==> config.mk <==
export PLATFORM = sky130hd
export DESIGN_NAME = substring_first_index_unit
export DESIGN_NICKNAME = d
export VERILOG_FILES = /design/src/hdl/sfi_pkg.sv /design/src/hdl/substring_first_index_unit.sv
export SDC_FILE = /design/constraint.sdc
export NUM_CORES = 2
export LEC_CHECK = 0
export CAP_MARGIN = 25
export CORE_UTILIZATION = 35
export CTS_CLUSTER_SIZE = 16
export DETAILED_ROUTE_END_ITERATION = 16
export DONT_BUFFER_PORTS = 1
export PLACE_DENSITY = 0.52
export REMOVE_ABC_BUFFERS = 1
export SLEW_MARGIN = 25
export SYNTH_ARGS = -nofsm -noshare
export SYNTH_HDL_FRONTEND = slang
export SYNTH_SLANG_ARGS = --single-unit
==> constraint.sdc <==
create_clock -name clock -period 26.7 [get_ports clock]
set_input_delay 8.01 -clock clock [delete_from_list [all_inputs] [get_ports clock]]
set_output_delay 8.01 -clock clock [all_outputs]
set_load 0.02 [all_outputs]
==> src/hdl/sfi_pkg.sv <==
// Package for the substring first-index search unit.
// Holds field widths, parameter defaults and configuration register indexes.
// Depends on nothing; imported by substring_first_index_unit.
package sfi_pkg;

   // Parameter defaults and fixed field widths.
   localparam int NEEDLE_MAX_DEFAULT    = 32;
   localparam int POSITION_BITS_DEFAULT = 32;
   localparam int BYTE_WIDTH            = 8;
   localparam int POSITION_WIDTH        = 32;
   localparam int LENGTH_WIDTH          = 6;
   localparam int CSR_DATA_WIDTH        = 64;
   localparam int CSR_INDEX_WIDTH       = 3;
   localparam int NEEDLE_WORDS          = 4;
   localparam int WORD_BYTES            = CSR_DATA_WIDTH / BYTE_WIDTH;

   // Configuration register indexes.
   typedef enum logic [CSR_INDEX_WIDTH-1:0] {
      CSR_NEEDLE_LOW    = 3'd0,
      CSR_NEEDLE_ONE    = 3'd1,
      CSR_NEEDLE_TWO    = 3'd2,
      CSR_NEEDLE_HIGH   = 3'd3,
      CSR_NEEDLE_LENGTH = 3'd4
   } csr_index_type;

endpackage

==> src/hdl/substring_first_index_unit.sv <==
// Top level of the substring first-index search unit.
// Streams haystack bytes through a window and reports the first needle match.
// Depends on sfi_pkg for widths, defaults and register indexes.

// The unit takes one haystack byte per cycle unless input is held off as
// described below. Each accepted byte is shifted into a window register of
// the NEEDLE_MAX newest bytes; in the following cycle the window is
// compared in parallel against the needle, and for a byte marked last the
// result enters the output register when the compare stage advances. Input is
// held off only while a last byte waits in the compare stage and the output
// register still holds an untaken result. An empty needle reports found with
// position 0; the position counter saturates at its all-ones value.
// Configuration registers are written through the csr port, which is always
// ready; writes to indexes beyond needle_length are ignored.
module substring_first_index_unit
   import sfi_pkg::*;
#(
   parameter int NEEDLE_MAX    = NEEDLE_MAX_DEFAULT,
   parameter int POSITION_BITS = POSITION_BITS_DEFAULT
) (
   input  logic                       clock,
   input  logic                       reset,
   // Haystack requests.
   input  logic                       req_valid,
   output logic                       req_ready,
   input  logic [BYTE_WIDTH-1:0]      req_haystack_byte,
   input  logic                       req_last_byte,
   // Results.
   output logic                       rsp_valid,
   input  logic                       rsp_ready,
   output logic                       rsp_found,
   output logic [POSITION_WIDTH-1:0]  rsp_position,
   // Configuration writes.
   input  logic                       csr_valid,
   output logic                       csr_ready,
   input  logic [CSR_INDEX_WIDTH-1:0] csr_index,
   input  logic [CSR_DATA_WIDTH-1:0]  csr_data
);

   localparam int WIN_IDX_BITS = (NEEDLE_MAX > 1) ? $clog2(NEEDLE_MAX) : 1;

   // Configuration registers.
   logic [CSR_DATA_WIDTH-1:0] needle_word_ff [NEEDLE_WORDS];
   logic [LENGTH_WIDTH-1:0]   needle_len_ff;

   // Stream state: window of newest bytes (entry 0 newest), byte count, match.
   logic [BYTE_WIDTH-1:0]     window_ff [NEEDLE_MAX];
   logic [BYTE_WIDTH-1:0]     window_in [NEEDLE_MAX];
   logic [POSITION_BITS-1:0]  count_ff;
   logic [POSITION_BITS-1:0]  count_in;
   logic [POSITION_BITS-1:0]  count_base;
   logic                      match_seen_ff;
   logic                      match_seen_in;
   logic [POSITION_BITS-1:0]  match_start_ff;
   logic [POSITION_BITS-1:0]  match_start_in;

   // Compare stage: a byte whose window update has landed.
   logic                      cmp_valid_ff;
   logic                      cmp_last_ff;
   logic                      cmp_adv;
   logic                      cmp_done_last;

   // Output register.
   logic                      rsp_valid_ff;
   logic                      rsp_found_ff;
   logic [POSITION_WIDTH-1:0] rsp_position_ff;
   logic                      out_free;

   logic                      req_accept;
   logic                      len_ok;
   logic                      window_hit;
   logic [NEEDLE_MAX-1:0]     lane_match;
   logic [POSITION_BITS-1:0]  new_start;
   logic                      result_found;
   logic [POSITION_BITS-1:0]  result_start;

   // Handshake control. A last byte in the compare stage needs a free output slot.
   assign out_free      = !rsp_valid_ff || rsp_ready;
   assign cmp_adv       = cmp_valid_ff && (!cmp_last_ff || out_free);
   assign cmp_done_last = cmp_adv && cmp_last_ff;
   assign req_ready     = !cmp_valid_ff || cmp_adv;
   assign req_accept    = req_valid && req_ready;
   assign csr_ready     = 1'b1;

   assign rsp_valid     = rsp_valid_ff;
   assign rsp_found     = rsp_found_ff;
   assign rsp_position  = rsp_position_ff;

   // Window compare: needle byte k lines up with window entry len-1-k.
   always_comb begin
      logic [LENGTH_WIDTH-1:0] idx_full;
      logic [WIN_IDX_BITS-1:0] idx;
      for (int k = 0; k < NEEDLE_MAX; k++) begin
         idx_full      = needle_len_ff - LENGTH_WIDTH'(1) - LENGTH_WIDTH'(k);
         idx           = idx_full[WIN_IDX_BITS-1:0];
         lane_match[k] = (LENGTH_WIDTH'(k) >= needle_len_ff) ||
                         (window_ff[idx] ==
                          needle_word_ff[k >> 3][(k & 7) * BYTE_WIDTH +: BYTE_WIDTH]);
      end
   end

   assign len_ok     = (needle_len_ff != '0) && (int'(needle_len_ff) <= NEEDLE_MAX) &&
                       (count_ff >= POSITION_BITS'(needle_len_ff));
   assign window_hit = len_ok && (&lane_match);
   assign new_start  = count_ff - POSITION_BITS'(needle_len_ff);

   // Result of the byte in the compare stage, including a match on that byte.
   assign result_found = (needle_len_ff == '0) || match_seen_ff || window_hit;
   always_comb begin
      if (needle_len_ff == '0) begin
         result_start = '0;
      end else if (match_seen_ff) begin
         result_start = match_start_ff;
      end else if (window_hit) begin
         result_start = new_start;
      end else begin
         result_start = '0;
      end
   end

   // Next stream state. The end of a haystack clears count and match.
   always_comb begin
      count_base = cmp_done_last ? '0 : count_ff;
      if (req_accept && (count_base != '1)) begin
         count_in = count_base + POSITION_BITS'(1);
      end else begin
         count_in = count_base;
      end

      window_in[0] = req_haystack_byte;
      for (int i = 1; i < NEEDLE_MAX; i++) begin
         window_in[i] = window_ff[i-1];
      end

      match_seen_in  = match_seen_ff;
      match_start_in = match_start_ff;
      if (cmp_done_last) begin
         match_seen_in  = 1'b0;
         match_start_in = '0;
      end else if (cmp_adv && !match_seen_ff && window_hit) begin
         match_seen_in  = 1'b1;
         match_start_in = new_start;
      end
   end

   // Configuration registers.
   always_ff @(posedge clock) begin
      if (reset) begin
         for (int w = 0; w < NEEDLE_WORDS; w++) begin
            needle_word_ff[w] <= '0;
         end
         needle_len_ff <= '0;
      end else if (csr_valid && csr_ready) begin
         case (csr_index)
            CSR_NEEDLE_LOW:    needle_word_ff[0] <= csr_data;
            CSR_NEEDLE_ONE:    needle_word_ff[1] <= csr_data;
            CSR_NEEDLE_TWO:    needle_word_ff[2] <= csr_data;
            CSR_NEEDLE_HIGH:   needle_word_ff[3] <= csr_data;
            CSR_NEEDLE_LENGTH: needle_len_ff     <= csr_data[LENGTH_WIDTH-1:0];
            default: begin
            end
         endcase
      end
   end

   // Window shift on each accepted request.
   always_ff @(posedge clock) begin
      if (req_accept) begin
         for (int i = 0; i < NEEDLE_MAX; i++) begin
            window_ff[i] <= window_in[i];
         end
      end
   end

   // Stream control state and the compare stage.
   always_ff @(posedge clock) begin
      if (reset) begin
         count_ff       <= '0;
         match_seen_ff  <= 1'b0;
         match_start_ff <= '0;
         cmp_valid_ff   <= 1'b0;
         cmp_last_ff    <= 1'b0;
      end else begin
         count_ff       <= count_in;
         match_seen_ff  <= match_seen_in;
         match_start_ff <= match_start_in;
         if (req_accept) begin
            cmp_valid_ff <= 1'b1;
            cmp_last_ff  <= req_last_byte;
         end else if (cmp_adv) begin
            cmp_valid_ff <= 1'b0;
         end
      end
   end

   // Output register.
   always_ff @(posedge clock) begin
      if (reset) begin
         rsp_valid_ff <= 1'b0;
      end else if (cmp_done_last) begin
         rsp_valid_ff <= 1'b1;
      end else if (rsp_ready) begin
         rsp_valid_ff <= 1'b0;
      end
   end

   always_ff @(posedge clock) begin
      if (cmp_done_last) begin
         rsp_found_ff    <= result_found;
         rsp_position_ff <= POSITION_WIDTH'(result_start);
      end
   end

`ifndef SYNTH
   // A new result is loaded only from a last byte leaving the compare stage.
   a_rsp_from_last: assert property (@(posedge clock) disable iff (reset)
      (rsp_valid_ff && !$past(rsp_valid_ff && !rsp_ready)) |->
         $past(cmp_valid_ff && cmp_last_ff))
      else $error("result loaded without a last byte in the compare stage");

   // A last byte blocked by a full output register holds off new requests.
   a_stall_blocks_req: assert property (@(posedge clock) disable iff (reset)
      (cmp_valid_ff && cmp_last_ff && rsp_valid_ff && !rsp_ready) |-> !req_ready)
      else $error("request accepted while the compare stage is stalled");

   // After the end of a haystack the byte count restarts.
   a_count_restart: assert property (@(posedge clock) disable iff (reset)
      cmp_done_last |=> (count_ff <= POSITION_BITS'(1)) && !match_seen_ff)
      else $error("stream state not cleared after the last byte");

   // A result without a match reports position zero.
   a_notfound_zero: assert property (@(posedge clock) disable iff (reset)
      (rsp_valid_ff && !rsp_found_ff) |-> (rsp_position_ff == '0))
      else $error("no-match result carries a nonzero position");
`endif

endmodule
# Word-level counts from Yosys, hierarchy flattened
# Memory sizes are Yosys's and may differ from the RTL's.
# Index checks and enable logic that the tools add are counted.
[op_classes]
mux = 32
bitwise_logic = 4
addsub = 34
reduce_logical = 58
n_eq_ne = 37
n_lt_le_gt_ge = 34
[op_table]
columns = ["operator", "n"]
rows = [
  ["== test 8 bit", 32],
  ["2-to-1 mux 64 bit", 4],
  ["2-to-1 mux 32 bit", 4],
  [">= comparator 5 x 6 -> 1 bit, first input constant", 16],
  ["subtractor 5 bit, second input constant", 16],
  [">= comparator 4 x 6 -> 1 bit, first input constant", 8],
  ["subtractor 5 x 4 -> 5 bit, second input constant", 8],
  ["logical OR 1 bit", 37],
  ["adder 32 x 1 -> 32 bit, second input constant", 1],
  [">= comparator 32 x 6 -> 1 bit", 1],
  ["!= test 32 bit, second input constant", 1],
  ["AND reduction 32 bit", 1],
  ["subtractor 32 x 6 -> 32 bit", 1],
  [">= comparator 3 x 6 -> 1 bit, first input constant", 4],
  ["2-to-1 mux 1 bit", 24],
  ["subtractor 5 x 3 -> 5 bit, second input constant", 4],
  [">= comparator 1 x 6 -> 1 bit, first input constant", 2],
  [">= comparator 2 x 6 -> 1 bit, first input constant", 2],
  ["subtractor 5 x 1 -> 5 bit, second input constant", 2],
  ["subtractor 5 x 2 -> 5 bit, second input constant", 2],
  ["logical AND 1 bit", 9],
  ["== test 3 x 2 -> 1 bit, second input constant", 2],
  ["less-or-equal comparator 6 bit, second input constant", 1],
  ["logical NOT 6 bit", 1],
  ["other kinds (9)", 16],
]
[totals]
word_cells = 210
mem_bits_rw = 512
in_bits = 81
memories = 2
reg_bits = 107
out_inout_bits = 36
[memory_table]
columns = ["name", "words", "word_bits", "rd", "rd_ports_with_merged_regs", "write_ports", "line_no", "rtl"]
rows = [
  ["needle_word_ff", 4, 64, 4, 0, 4, "substring_first_index_unit.sv:43", "logic [CSR_DATA_WIDTH-1:0] needle_word_ff [NEEDLE_WORDS];"],
  ["window_ff", 32, 8, 63, 0, 32, "substring_first_index_unit.sv:47", "logic [BYTE_WIDTH-1:0] window_ff [NEEDLE_MAX];"],
]

# Depth between registers and ports, before layout
[depth]
depth_word = 9
depth_mapped = 29
depth_no_buf = 17

# Least setup slack after synthesis
# Ideal clock, no wire load.
[synth_timing]
path_type = "input-to-output"
from = "in rsp_ready"
to = "out req_ready"
path_stages = 3
path_buffers = 0
arrival_time_ns = 8.461
required_time_ns = 18.690
path_slack_ns = 10.229
cell_sequence = "nand2b_1 -> nor2_1 -> inv_1"
[synth_between]
elab_chain_len = 4
[synth_rtl]
columns = ["item", "line_no", "rtl"]
rows = [
  ["start, declared", "substring_first_index_unit.sv:30", "input logic rsp_ready,"],
  ["logical OR 1 bit", "substring_first_index_unit.sv:78", "assign out_free = !rsp_valid_ff || rsp_ready;"],
  ["logical OR 1 bit", "substring_first_index_unit.sv:79", "assign cmp_adv = cmp_valid_ff && (!cmp_last_ff || out_free);"],
  ["logical AND 1 bit", "substring_first_index_unit.sv:79", ""],
  ["logical OR 1 bit", "substring_first_index_unit.sv:81", "assign req_ready = !cmp_valid_ff || cmp_adv;"],
  ["end, declared", "substring_first_index_unit.sv:25", "output logic req_ready,"],
]
# Every way passes these cells.

# Worst setup path in the final report
# Ends and elaborated chain as after synthesis.

==> results.md <==
- Detailed-placement wirelength estimate: 123,000 microns
- Final clock period utilization by the worst path: 0.618
- Multiplexer fraction of the synthesized cell area: 0.257
- Most common cell in the synthesized netlist: sky130_fd_sc_hd__edfxtp_1
- Standard cell area after detailed placement: 46,200 sq um
- Weighted congestion at the end of routability-driven global placement: 0.978
- Worst EP required: about 19 ns
- Worst-case headroom to the max-slew limit: 0.159
- Most common flop cell mapped by yosys: sky130_fd_sc_hd__edfxtp_1
- Die Y: 358 microns
- Initial DRC Count: approximately 3,700
- Final setup vio count: 0
- Maximum net fanout on the critical path: 3
- Top delay family on crit path: simple AND/OR/NAND/NOR gates
- Starting density of the core: 0.353
- TritonCTS Buffers: 77
- Final Power: 0.00297 W
- Post-synthesis share of cell area spent on full adders, half adders and majority gates: 0.00355
- Initial antenna violation count: 9
- Final worst clock skew: between 0.02 and 0.03 ns
- Top post-synthesis cells by area: sky130_fd_sc_hd__edfxtp_1, sky130_fd_sc_hd__mux4_2, sky130_fd_sc_hd__mux2i_1
- Vias in the first global route: approximately 31,000
- Maximum number of pins on one net before global-route repair: about 140
- Type of the worst setup path: input port to output pin
- Max-capacitance violation count: 0
- Area share of the largest cell type after synthesis: 0.368
- Max H-tree Level: 3
- First-pass GRT wire length: around 230,000 microns
- Critical path endpoint category: output pin
- Clk pin slew, worst setup/hold paths: approximately 0.05 ns
- Compound-Gate Fraction of Synth Area: 0.0735
- CTS max path bufs: 3
- Average via count per standard cell: 5.96
- Count of hold buffers inserted by post-cts repair: 0
- Hold Path Class: flip-flop to flip-flop
- Fraction of layout instances using a drive strength above 1: 0.178
- First drt pass iteration count: 6
- Top post-synthesis cells by count: sky130_fd_sc_hd__edfxtp_1, sky130_fd_sc_hd__mux2i_1, sky130_fd_sc_hd__nand2_1, sky130_fd_sc_hd__xnor2_1, sky130_fd_sc_hd__mux4_2
- Count of fill cells added during filler insertion: 12,072
- Number of distinct standard cells referenced by the synthesized netlist: 92
- Final number of max-transition violations: 0
- Slew at the pin closest to its max-slew limit: roughly 1.2 ns
- Netlist area before placement: 44,400 sq um
- Slowest stage cell, crit path: sky130_fd_sc_hd__nor2_1
- Final-report hold violation count: 0
- Number of I/O pins: 117
- Number of enable flip-flop cells after synthesis: around 550
- Bufs and invs on worst path: 1
- Unrepaired setup endpoints after global routing: no
- Antenna violation net count after detailed routing: 0
- Count of buffers added by post-CTS timing repair for setup: 0
- Worst VDD drop: ~0.000038 V
- Util after Layout: 0.388
- Insertion delay of the later-clocked pin in the worst-skew pair: about 0.7 ns
- Post-layout min period: between 15 and 20 ns
- Die area: between 100,000 and 150,000 sq um
- Largest stage delay on the critical path: ~0.18 ns
- Width of the chip: approximately 360 microns
- Detailed-route via count: between 30,000 and 40,000
- Clock Sinks: just over 600
- Power Dens Cells: 60.9 nW/um^2
- Largest family of logic cells by synthesized area: multiplexers
- Clk root buf: sky130_fd_sc_hd__clkbuf_16
- Number of design rule violations left after detail routing: 0
- Number of nets in the layout: about 3,800
- Cell-by-cell trace of the critical path: nand2b_1, nor2_1, inv_1
- GRT overflow: 0
- Status: complete, no violations
- Crit start category: input port
- Number of placement rows: 130
- Leading area contributor after synthesis: sky130_fd_sc_hd__edfxtp_1
- Routed wire length: 165,000 microns
- Number of instances in the synthesized netlist: roughly 3,800
- Leakage power total: about 17 nW
- Max frequency: approximately 60 MHz
- Area growth, synth to finish: 9.86%
- WP data arrival: around 8.5 ns
- Average instance area after synthesis: between 10 and 15 sq um
- Number of warnings reported in the yosys synthesis log: 0
- Avg WL per Cell: between 30 and 40 microns
- Global-route usage over all layers: 0.255
- Simple-gate area share of the yosys netlist: 0.132
- I/O Buffers: 0
- Ys async rst share: 0
- Total of cells resized after clock tree synthesis: 0
- Post-Layout Inst Area: roughly 49,000 sq um
- TritonCTS clock tree: yes
- Xor/xnor share of the synthesized area: 0.103
- Seq/Total Area, Yosys: 0.402
- Area of the placeable core: 126,000 sq um
- Number of register bits inferred by synthesis: 619
per-stage QoR:
step / TNS [ns] / worst slack [ns] / cells / hold WS [ns]
CTS: 0 / 10.19 / 5443 / 0.461
global placement: 0 / 10.14 / 5299 / 0.444
detailed placement: 0 / 10.19 / 5301 / 0.451
finish: 0 / 10.19 / 5447 / 0.458
global route: 0 / 10.12 / 5446 / 0.480
floorplan: -267.26 / -4.30 / 3575 / 0.436
path summary, 6_finish.rpt:
check | startpoint | endpoint | slack, ns | cells after the start
max reg2reg | needle_len_ff[0] | rsp_position[3] | 17.74 | 17
min reg2reg | match_start_ff[19] | match_start_ff[19] | 0.46 | 2
max | rsp_ready | req_ready | 10.19 | 3
min | match_start_ff[19] | match_start_ff[19] | 0.46 | 2
worst min-delay path: stages (launching register included):
cell and delay, ns:
sky130_fd_sc_hd__dfxtp_1 0.30, sky130_fd_sc_hd__nand2_1 0.05, sky130_fd_sc_hd__mux2i_1 0.05
state kept, by name, summed over array words and instances (netlist names), 6 cells and up:
register,cells
count_ff,32
needle_len_ff,6
window_ff,256
needle_word_ff,256
match_start_ff,32
rsp_position,32
routing by layer:
layer,global-route usage,wire (microns),vias to the layer above
li1,-,-,14355
met1,0.339,68000,16527
met2,0.399,75300,1333
met3,0.0577,14300,251
met4,0.108,7380,4
met5,0,27,-
layout make-up:
type | count | area [sq um] | share of cell area
Inverter | 42 | 170 | 0.00349
Sequential cell | 619 | 17900 | 0.366
Timing Repair Buffer | 79 | 661 | 0.0135
Antenna cell | 1 | 2.50 | 0.0000513
Multi-Input combinational cell | 2914 | 25500 | 0.523
Clock inverter | 41 | 480 | 0.00984
Clock buffer | 101 | 2070 | 0.0424
Tap cell | 1650 | 2060 | 0.0423
layout by cell type, fill, tap and decap left out, types with 10 or more instances in the layout:
cell / synthesis / final
sky130_fd_sc_hd__nor2_1: 149 / 147
sky130_fd_sc_hd__clkinv_2: 0 / 11
sky130_fd_sc_hd__o21a_1: 13 / 13
sky130_fd_sc_hd__dfxtp_1: 74 / 71
sky130_fd_sc_hd__o2111ai_1: 13 / 13
sky130_fd_sc_hd__mux4_2: 286 / 286
sky130_fd_sc_hd__nand3_1: 65 / 65
sky130_fd_sc_hd__xnor2_1: 316 / 310
sky130_fd_sc_hd__ha_1: 11 / 10
sky130_fd_sc_hd__edfxtp_1: 545 / 545
sky130_fd_sc_hd__nor3_1: 63 / 59
sky130_fd_sc_hd__o21ai_0: 126 / 122
sky130_fd_sc_hd__a211o_1: 13 / 13
sky130_fd_sc_hd__or3_1: 32 / 32
sky130_fd_sc_hd__mux2i_1: 348 / 347
sky130_fd_sc_hd__clkinv_1: 3 / 12
sky130_fd_sc_hd__a21oi_1: 71 / 70
sky130_fd_sc_hd__nor4_1: 64 / 63
sky130_fd_sc_hd__o22ai_1: 21 / 21
sky130_fd_sc_hd__clkbuf_16: 0 / 78
sky130_fd_sc_hd__nand4_1: 60 / 60
sky130_fd_sc_hd__inv_1: 38 / 36
sky130_fd_sc_hd__a21o_1: 21 / 20
sky130_fd_sc_hd__nand2b_1: 22 / 22
sky130_fd_sc_hd__and3_1: 19 / 19
sky130_fd_sc_hd__and2_1: 272 / 272
sky130_fd_sc_hd__a221oi_1: 13 / 13
sky130_fd_sc_hd__mux2_2: 132 / 132
sky130_fd_sc_hd__a211oi_1: 36 / 36
sky130_fd_sc_hd__nand2_1: 324 / 323
sky130_fd_sc_hd__buf_4: 20 / 73
sky130_fd_sc_hd__a22oi_1: 26 / 26
sky130_fd_sc_hd__clkbuf_1: 109 / 20
sky130_fd_sc_hd__xor2_1: 199 / 199
sky130_fd_sc_hd__a31oi_1: 11 / 11
sky130_fd_sc_hd__o211ai_1: 21 / 21
logic make-up after synthesis:
group	count (synthesis)
AO/OA/AOI/OAI	481
XOR/XNOR	520
adder cells (fa/ha/maj)	12
buffers and inverters	284
flip-flops	619
multiplexers	766
other	1
AND/OR/NAND/NOR	1134
report_power, final:
group | switching (W) | internal, W
clock network | 0.000461 | 0.000628
logic | 0.000436 | 0.000284
registers | 0.0000535 | 0.00111
total | 0.000950 | 0.00202
Note: power is estimated with default switching activity, not from simulation.
